[src/sv/gbk_pkg.sv]
// Shared types, constants and sizes for the GBK glyph cache slot allocator.
package gbk_pkg;

    localparam int MAX_SLOTS = 256;
    localparam int SLOT_W    = (MAX_SLOTS > 1) ? $clog2(MAX_SLOTS) : 1;
    localparam int CNT_W     = $clog2(MAX_SLOTS + 1);

    localparam int BYTE_W    = 8;
    localparam int CODE_W    = 17;
    localparam int OFFSET_W  = 22;
    localparam int FS_W      = 6;
    localparam int CS_W      = 9;
    localparam int FACTOR_W  = 8;
    localparam int SLOTF_W   = 8;
    localparam int CTRL_W    = 5;
    localparam int USED_W    = 2;
    localparam int CFG_IDX_W = 1;
    localparam int CFG_DAT_W = 9;

    localparam logic [CFG_IDX_W-1:0] REG_FONT_SIZE   = 1'd0;
    localparam logic [CFG_IDX_W-1:0] REG_CACHE_SLOTS = 1'd1;

    localparam logic [FS_W-1:0] FS_RESET = 6'd16;
    localparam logic [FS_W-1:0] FS_MIN   = 6'd8;
    localparam logic [FS_W-1:0] FS_MAX   = 6'd32;
    localparam logic [FS_W-1:0] FS_WIDE  = 6'd16;
    localparam logic [CS_W-1:0] CS_RESET = 9'd256;

    localparam logic [BYTE_W-1:0] CTRL_LIMIT = 8'h20;
    localparam logic [BYTE_W-1:0] SB_LIMIT   = 8'h80;
    localparam logic [BYTE_W-1:0] LEAD_BASE  = 8'h81;
    localparam logic [BYTE_W-1:0] TRAIL_BASE = 8'h40;
    localparam logic [CODE_W-1:0] ROW_SPAN   = 17'd191;
    localparam logic [CODE_W-1:0] SB_FLAG    = 17'h10000;

    localparam logic [USED_W-1:0] USED_ONE = 2'd1;
    localparam logic [USED_W-1:0] USED_TWO = 2'd2;

    typedef enum logic [1:0] {
        KIND_SINGLE  = 2'd0,
        KIND_DOUBLE  = 2'd1,
        KIND_CONTROL = 2'd2
    } kind_t;

    typedef enum logic [2:0] {
        ST_IDLE,
        ST_DECODE,
        ST_SEARCH,
        ST_ALLOC,
        ST_DONE
    } state_t;

    typedef struct packed {
        logic capture;
        logic search_start;
        logic search_step;
        logic alloc;
        logic out_load;
    } gbk_cmd_t;

    typedef struct packed {
        logic is_glyph;
        logic hit;
        logic miss;
        logic out_free;
    } gbk_stat_t;

endpackage

[src/sv/gbk_ctrl.sv]
// Sequencer for decode, slot search, allocation and result hand-off.
module gbk_ctrl import gbk_pkg::*; (
    input  logic      clk,
    input  logic      rst_n,
    input  logic      in_valid,
    output logic      in_ready,
    input  gbk_stat_t st,
    output gbk_cmd_t  cmd
);

    state_t state_reg;
    state_t state_next;

    always_ff @(posedge clk or negedge rst_n)
    begin
        if (!rst_n)
        begin
            state_reg <= ST_IDLE;
        end
        else
        begin
            state_reg <= state_next;
        end
    end

    always_comb
    begin
        state_next = state_reg;
        cmd        = '0;
        in_ready   = 1'b0;
        case (state_reg)
            ST_IDLE:
            begin
                in_ready = 1'b1;
                if (in_valid)
                begin
                    cmd.capture = 1'b1;
                    state_next  = ST_DECODE;
                end
            end
            ST_DECODE:
            begin
                cmd.search_start = 1'b1;
                state_next       = st.is_glyph ? ST_SEARCH : ST_DONE;
            end
            ST_SEARCH:
            begin
                cmd.search_step = 1'b1;
                if (st.hit)
                begin
                    state_next = ST_DONE;
                end
                else if (st.miss)
                begin
                    state_next = ST_ALLOC;
                end
            end
            ST_ALLOC:
            begin
                cmd.alloc  = 1'b1;
                state_next = ST_DONE;
            end
            ST_DONE:
            begin
                if (st.out_free)
                begin
                    cmd.out_load = 1'b1;
                    state_next   = ST_IDLE;
                end
            end
            default:
            begin
                state_next = ST_IDLE;
            end
        endcase
    end

endmodule

[config.mk]
export PLATFORM = sky130hd
export DESIGN_NAME = gbk_ctrl
export DESIGN_NICKNAME = d
export VERILOG_FILES = /design/src/sv/gbk_pkg.sv /design/src/sv/gbk_ctrl.sv
export SDC_FILE = /design/constraint.sdc
export NUM_CORES = 1
export LEC_CHECK = 0
export BUFFER_PORTS_ARGS = -buffer_cell sky130_fd_sc_hd__buf_2
export CORE_AREA = 10 10 47 49
export CTS_BUF_LIST = sky130_fd_sc_hd__clkbuf_2 sky130_fd_sc_hd__clkbuf_4 sky130_fd_sc_hd__clkbuf_8
export DETAILED_ROUTE_END_ITERATION = 10
export DIE_AREA = 0 0 57 59
export SYNTH_ARGS = -nofsm -noshare
export SYNTH_HDL_FRONTEND = slang
export SYNTH_SLANG_ARGS = --single-unit
[constraint.sdc]
create_clock -name clk -period 1.45 [get_ports clk]
set_input_delay 0.145 -clock clk [delete_from_list [all_inputs] [get_ports clk]]
set_output_delay 0.145 -clock clk [all_outputs]
set_load 0.1 [all_outputs]
==> results of run 1 <==
==> timing repair <==
item,4_1_cts,5_1_grt
gates resized for setup,1,1
endpoints found under the hold margin,3,0
cloned,0,0
setup buffers,1,0
hold buffers,1,0
endpoints found under the setup margin,4,3
pin swaps,0,1
==> kinds of logic after synthesis <==
kind of cell / after synthesis
compound gates: 3
flops: 3
simple gates: 14
buf+inv: 3
==> worst max-delay path, stage by stage, from the launching register on <==
cell and delay [ns]:
sky130_fd_sc_hd__dfrtp_2 0.43, sky130_fd_sc_hd__or2b_4 0.30, sky130_fd_sc_hd__nor2_4 0.11, sky130_fd_sc_hd__buf_12 0.18
==> stage by stage <==
step	util, %	area [um^2]	setup WS, ns	hold slack (ns)
after floorplan	-	280.3	-0.1443	-0.1506
after global placement	31.87	446.7	0.1886	-0.05705
after detailed placement	31.87	446.7	0.1459	-0.05586
after CTS	35.36	495.5	0.01637	0.1903
after global routing	35.45	496.7	0.002996	0.2211
final	35.45	496.7	0.04668	0.1913
==> cell usage after synthesis (all sizes together) <==
master  instances  share of area, %
a211oi          1               3.5
a21oi           1               2.4
and4bb          1               5.9
buf             2               5.9
dfrtp           3                35
inv             1               1.8
nand2b          1               2.9
nand3b          3                11
nor2            2               3.5
nor2b           1               2.9
nor3            3               7.1
o211ai          1               5.9
or2b            1               3.5
or3b            1               4.1
or4b            1               4.7
==> layer usage <==
metal / vias up / track usage (%) / routed length (um)
met5: - / 0 / 0
met3: 0 / 1.717 / 35
met1: 107 / 4.147 / 260
met4: 0 / 3.020 / 0
li1: 122 / - / -
met2: 7 / 8.217 / 388
==> worst max-delay path by stage <==
stage | from | end | slack [ns] | depth (start not counted)
after floorplan | state_reg[1]$_DFFE_PN0P_ | cmd[4] | -0.14 | 3
after global placement | state_reg[1]$_DFFE_PN0P_ | cmd[2] | 0.19 | 3
after detailed placement | state_reg[1]$_DFFE_PN0P_ | cmd[2] | 0.15 | 3
after CTS | state_reg[2]$_DFFE_PN0P_ | cmd[1] | 0.02 | 3
after global routing | state_reg[2]$_DFFE_PN0P_ | cmd[3] | 0.003 | 3
final | state_reg[2]$_DFFE_PN0P_ | cmd[3] | 0.05 | 3
==> final cells by class <==
class	count	area, um^2	area share (%)
Inverter	1	3.754	0.7557
Tap cell	16	20.02	4.030
Clock buffer	4	30.03	6.045
Timing Repair Buffer	16	182.7	36.78
Multi-Input combinational cell	17	181.4	36.52
Sequential cell	3	78.83	15.87
==> run_summary.xml, run 1 <==
<?xml version="1.0" encoding="UTF-8"?>
<metrics>
  <group name="outcome">
    <metric name="run_status" unit="">completed</metric>
  </group>
  <group name="grt">
    <metric name="grt_pass1_vias" unit="">274</metric>
    <metric name="grt_start_max_net_pins" unit="">8</metric>
    <metric name="antenna_violations_before_repair" unit="">0</metric>
    <metric name="globalRouteOverflowTotal" unit="">0</metric>
    <metric name="grt_first_pass_wirelength" unit="um">1200</metric>
    <metric name="grt.total_usage" unit="%">4.534</metric>
  </group>
  <group name="logic_synthesis">
    <metric name="syn_area_per_cell" unit="um^2">9.248</metric>
    <metric name="synth-adder-area-share" unit="%">0</metric>
    <metric name="yosys_register_bits" unit="">3</metric>
    <metric name="netlist-cell-type-count" unit="">16</metric>
    <metric name="synth_xor_area_share" unit="%">0</metric>
    <metric name="synth_top_family_by_area" unit="">simple AND/OR/NAND/NOR gates</metric>
    <metric name="synth.area.mux_share" unit="%">0</metric>
    <metric name="synth_area_in_compound_gates" unit="%">11.76</metric>
    <metric name="syn_nets" unit="">30</metric>
    <metric name="sequential_share_of_the_synthesized_area" unit="%">35.29</metric>
    <metric name="syn_area" unit="um^2">212.7</metric>
    <metric name="synth_simple_gate_area_share" unit="%">45.29</metric>
    <metric name="synth-warning-count" unit="">0</metric>
    <metric name="synthCells" unit="">23</metric>
  </group>
  <group name="critical_path">
    <metric name="worstSetupEndpointType" unit="">primary output</metric>
    <metric name="critical_path_peak_fanout" unit="">5</metric>
    <metric name="crit-reg2reg-capture" unit="">state_reg[1]$_DFFE_PN0P_</metric>
    <metric name="required" unit="ns">1.31</metric>
    <metric name="crit_path_start_kind" unit="">register</metric>
    <metric name="critical_path_arrival" unit="ns">1.26</metric>
    <metric name="critPathKind" unit="">reg2out</metric>
    <metric name="rr_startpoint" unit="">state_reg[0]$_DFFE_PN0P_</metric>
    <metric name="worst-r2r-setup-slack" unit="ns">0.26</metric>
    <metric name="timing.reg2reg.worst_path_depth" unit="">3</metric>
  </group>
  <group name="routing">
    <metric name="totalWireLength" unit="um">684</metric>
    <metric name="drcViolationCount" unit="">0</metric>
    <metric name="drtAntennaViolNets" unit="">0</metric>
    <metric name="vias" unit="">236</metric>
    <metric name="routedWlPerCell" unit="um">12.00</metric>
    <metric name="dr.pass1.iters" unit="">2</metric>
    <metric name="vias_per_cell" unit="">4.140</metric>
    <metric name="drt-initial-drc-count" unit="">3</metric>
  </group>
  <group name="clock_tree">
    <metric name="numClockSinks" unit="">3</metric>
    <metric name="cts_inserted_buffers" unit="">3</metric>
    <metric name="cts_max_level" unit="">1</metric>
    <metric name="clk_root_buffer_cell" unit="">sky130_fd_sc_hd__clkbuf_4</metric>
    <metric name="clkSlewWorstSetupHoldPaths" unit="ns">0.04</metric>
    <metric name="bufs_on_longest_clock_path" unit="">2</metric>
    <metric name="clock_tree_from_tritoncts" unit="">done</metric>
    <metric name="insertion_delay" unit="ns">0.23</metric>
  </group>
  <group name="sta">
    <metric name="layout_min_cycle_time" unit="ns">1.403</metric>
    <metric name="totalNegativeSetupSlack" unit="ns">0</metric>
    <metric name="max_slew_violation_count" unit="">0</metric>
    <metric name="setup_repair_after_global_routing_missed_its_margin" unit="">no</metric>
    <metric name="fmax" unit="MHz">712.6</metric>
    <metric name="setup_viol" unit="">0</metric>
    <metric name="finalHoldViolations" unit="">0</metric>
    <metric name="timing_worst_slew_pin_value" unit="ns">0.2360</metric>
    <metric name="final_min_period_over_clock_period" unit="%">96.78</metric>
    <metric name="worst_clock_skew" unit="ns">0.002222</metric>
    <metric name="max_slew_margin" unit="%">84.17</metric>
  </group>
  <group name="layout">
    <metric name="num-nets-final" unit="">49</metric>
    <metric name="antenna_cells_inserted" unit="">0</metric>
    <metric name="final.fill_count" unit="">156</metric>
    <metric name="most-common-layout-cells" unit="">6 x sky130_fd_sc_hd__buf_2, 6 x sky130_fd_sc_hd__buf_12, 4 x sky130_fd_sc_hd__clkbuf_4</metric>
    <metric name="final_layout_size_suffix_gt1_share" unit="%">75.61</metric>
    <metric name="flip_flop_count_of_the_largest_register_all_copies_and_words_added" unit="">3</metric>
    <metric name="layout-area-overhead-vs-synth" unit="%">133.5</metric>
    <metric name="post_layout_nonfiller_instances" unit="">57</metric>
  </group>
  <group name="floorplanning">
    <metric name="fp.dieH" unit="um">59</metric>
    <metric name="initial_core_util" unit="%">15.18</metric>
    <metric name="placeableCoreArea" unit="um^2">1401</metric>
    <metric name="chipWidth" unit="um">57</metric>
    <metric name="fp.dieArea" unit="um^2">3363</metric>
    <metric name="fp-row-count" unit="">14</metric>
    <metric name="boundaryPins" unit="">13</metric>
  </group>
  <group name="placed_design">
    <metric name="port_buffers" unit="">12</metric>
    <metric name="placed_cells_incl_taps" unit="">51</metric>
    <metric name="routabilityCongestion" unit="">0.7020</metric>
    <metric name="dp.final_hpwl" unit="um">599.6</metric>
  </group>
  <group name="hold_path">
    <metric name="endpoint_worst_hold" unit="">state_reg[1]$_DFFE_PN0P_</metric>
    <metric name="min_path_cells" unit="">3</metric>
    <metric name="worst_hold_path_type" unit="">in2reg</metric>
    <metric name="worst_hold_startpoint" unit="">st[3]</metric>
  </group>
  <group name="job">
    <metric name="drv.max_cap_violation_count" unit="">0</metric>
  </group>
</metrics>
Power of run 1 is not shown: default switching activity piles up to over one toggle a cycle in this logic, so the estimate is an artifact.
==> inputs of run 2 (changes only) <==
--- a/config.mk
+++ b/config.mk
@@ -6,10 +6,13 @@
 export NUM_CORES = 1
 export LEC_CHECK = 0
 export BUFFER_PORTS_ARGS = -buffer_cell sky130_fd_sc_hd__buf_2
+export CELL_PAD_IN_SITES_DETAIL_PLACEMENT = 2
+export CELL_PAD_IN_SITES_GLOBAL_PLACEMENT = 2
 export CORE_AREA = 10 10 47 49
 export CTS_BUF_LIST = sky130_fd_sc_hd__clkbuf_2 sky130_fd_sc_hd__clkbuf_4 sky130_fd_sc_hd__clkbuf_8
 export DETAILED_ROUTE_END_ITERATION = 10
 export DIE_AREA = 0 0 57 59
+export PLACE_DENSITY_LB_ADDON = 0.1
 export SYNTH_ARGS = -nofsm -noshare
 export SYNTH_HDL_FRONTEND = slang
 export SYNTH_SLANG_ARGS = --single-unit
==> run_summary.xml, run 2 (same netlist as run 1, synthesis figures left out) <==
<?xml version="1.0" encoding="UTF-8"?>
<metrics>
  <group name="clock_tree">
    <metric name="insertion_delay" unit="ns">0.23</metric>
    <metric name="clk_root_buffer_cell" unit="">sky130_fd_sc_hd__clkbuf_4</metric>
    <metric name="clkSlewWorstSetupHoldPaths" unit="ns">0.04</metric>
    <metric name="numClockSinks" unit="">3</metric>
    <metric name="clock_tree_from_tritoncts" unit="">done</metric>
    <metric name="cts_inserted_buffers" unit="">3</metric>
    <metric name="bufs_on_longest_clock_path" unit="">2</metric>
    <metric name="cts_max_level" unit="">1</metric>
  </group>
  <group name="sta">
    <metric name="finalWorstSetupSlack" unit="ns">0.05503</metric>
    <metric name="setup_viol" unit="">0</metric>
    <metric name="finalHoldViolations" unit="">0</metric>
    <metric name="setup_repair_after_global_routing_missed_its_margin" unit="">no</metric>
    <metric name="final_min_period_over_clock_period" unit="%">96.20</metric>
    <metric name="timing_worst_slew_pin_value" unit="ns">0.2879</metric>
    <metric name="max_slew_violation_count" unit="">0</metric>
    <metric name="worst_clock_skew" unit="ns">0.0007444</metric>
    <metric name="max_slew_margin" unit="%">80.69</metric>
    <metric name="layout_min_cycle_time" unit="ns">1.395</metric>
    <metric name="fmax" unit="MHz">716.9</metric>
  </group>
  <group name="layout">
    <metric name="flip_flop_count_of_the_largest_register_all_copies_and_words_added" unit="">3</metric>
    <metric name="most-common-layout-cells" unit="">7 x sky130_fd_sc_hd__buf_4, 6 x sky130_fd_sc_hd__buf_2, 6 x sky130_fd_sc_hd__buf_12</metric>
    <metric name="layout-area-overhead-vs-synth" unit="%">147.6</metric>
    <metric name="num-nets-final" unit="">53</metric>
    <metric name="final.fill_count" unit="">161</metric>
    <metric name="final_layout_size_suffix_gt1_share" unit="%">77.78</metric>
    <metric name="antenna_cells_inserted" unit="">0</metric>
    <metric name="most_common_cell_after_layout_fill_and_taps_aside" unit="">sky130_fd_sc_hd__buf_4</metric>
    <metric name="register_area" unit="um^2">78.83</metric>
    <metric name="multiInputGateArea" unit="um^2">181.4</metric>
  </group>
  <group name="floorplanning">
    <metric name="fp.dieArea" unit="um^2">3363</metric>
    <metric name="fp.dieH" unit="um">59</metric>
    <metric name="boundaryPins" unit="">13</metric>
    <metric name="chipWidth" unit="um">57</metric>
    <metric name="placeableCoreArea" unit="um^2">1401</metric>
    <metric name="initial_core_util" unit="%">15.18</metric>
    <metric name="fp-row-count" unit="">14</metric>
  </group>
  <group name="hold_path">
    <metric name="min_path_cells" unit="">3</metric>
    <metric name="worst_hold_path_type" unit="">in2reg</metric>
  </group>
  <group name="critical_path">
    <metric name="required" unit="ns">1.31</metric>
    <metric name="timing.reg2reg.worst_path_depth" unit="">3</metric>
    <metric name="worstSetupEndpointType" unit="">primary output</metric>
    <metric name="critical_path_arrival" unit="ns">1.25</metric>
    <metric name="critPathKind" unit="">reg2out</metric>
    <metric name="timing.critical_path.slowest_cell_delay" unit="ns">0.40</metric>
    <metric name="crit_path_start_kind" unit="">register</metric>
    <metric name="cpMaxStageDelayCell" unit="">sky130_fd_sc_hd__dfrtp_2</metric>
    <metric name="crit_chain" unit="">or2b_4 -&gt; nor2_4 -&gt; buf_12</metric>
    <metric name="critical_path_peak_fanout" unit="">5</metric>
  </group>
  <group name="grt">
    <metric name="antenna_violations_before_repair" unit="">0</metric>
    <metric name="grt_first_pass_wirelength" unit="um">1518</metric>
    <metric name="globalRouteOverflowTotal" unit="">0</metric>
    <metric name="grt.total_usage" unit="%">5.618</metric>
    <metric name="grt_start_max_net_pins" unit="">9</metric>
    <metric name="grt_pass1_vias" unit="">315</metric>
  </group>
  <group name="routing">
    <metric name="vias_per_cell" unit="">4.246</metric>
    <metric name="route.met3.wl" unit="um">57</metric>
    <metric name="highest-signal-layer" unit="">met3</metric>
    <metric name="routedWlPerCell" unit="um">14.92</metric>
    <metric name="met1Wirelength" unit="um">344</metric>
    <metric name="drtAntennaViolNets" unit="">0</metric>
    <metric name="totalWireLength" unit="um">910</metric>
    <metric name="drt-initial-drc-count" unit="">1</metric>
    <metric name="vias" unit="">259</metric>
    <metric name="wl_met2" unit="um">507</metric>
    <metric name="drcViolationCount" unit="">0</metric>
    <metric name="dr.pass1.iters" unit="">2</metric>
  </group>
  <group name="placed_design">
    <metric name="pre_cts_slack" unit="ns">0.1306</metric>
    <metric name="port_buffers" unit="">12</metric>
    <metric name="routabilityCongestion" unit="">0.6148</metric>
  </group>
  <group name="outcome">
    <metric name="run_status" unit="">completed</metric>
  </group>
  <group name="job">
    <metric name="drv.max_cap_violation_count" unit="">0</metric>
  </group>
</metrics>
run 2: cell count changes in the layout (fill, tap and decap cells not counted), sizes merged:
| cell | change |
|---|---|
| buf | +4 |
run 2: through the flow:
stage	std cells	cell area (um^2)	setup TNS, ns	util, %	hold slack (ns)
finish	61	526.8	0	37.59	0.1955
global route	61	526.8	0	37.59	0.2067
CTS	61	526.8	0	37.59	0.1945
detailed placement	51	446.7	0	31.87	-0.05951
global placement	51	446.7	0	31.87	-0.05825
floorplan	23	280.3	-0.1621	-	-0.1506
run 2: area by class of cell:
cell class	instances	share of cell area, %
Multi-Input combinational cell	17	34.44
Tap cell	16	3.800
Sequential cell	3	14.96
Timing Repair Buffer	20	40.38
Inverter	1	0.7126
Clock buffer	4	5.701
run 2: path summary, 6_finish.rpt:
kind	startpoint	endpoint	slack, ns
hold reg to reg	state_reg[0]$_DFFE_PN0P_	state_reg[0]$_DFFE_PN0P_	0.52
max in group asynchronous	rst_n	state_reg[0]$_DFFE_PN0P_	1.08
setup / recovery	state_reg[0]$_DFFE_PN0P_	cmd[1]	0.06
setup reg to reg	state_reg[0]$_DFFE_PN0P_	state_reg[2]$_DFFE_PN0P_	0.16
hold / removal	st[3]	state_reg[1]$_DFFE_PN0P_	0.20
min in group asynchronous	rst_n	state_reg[1]$_DFFE_PN0P_	0.26
run 2: critical path: cells and delay by family, from the launching register on:
family                 cells  cell delay, ns
and+or+nand+nor            2            0.44
DFF                        1            0.40
buffers and inverters      1            0.18
run 2: per-layer routing:
| layer | track usage (%) | vias to the layer above |
|---|---|---|
| met2 | 9.922 | 8 |
| met3 | 1.502 | 0 |
| met4 | 3.020 | 0 |
| li1 | - | 127 |
| met5 | 0 | - |
| met1 | 5.938 | 124 |
run 2: timing repair:
action                                  CTS  global route
setup buffers                             5             0
hold buffers                              1             0
pin swaps                                 0             1
hold endpoints to repair                  3             0
endpoints found under the setup margin    5             1
resized for setup                         2             0
Power of run 2 is left out for the same reason.
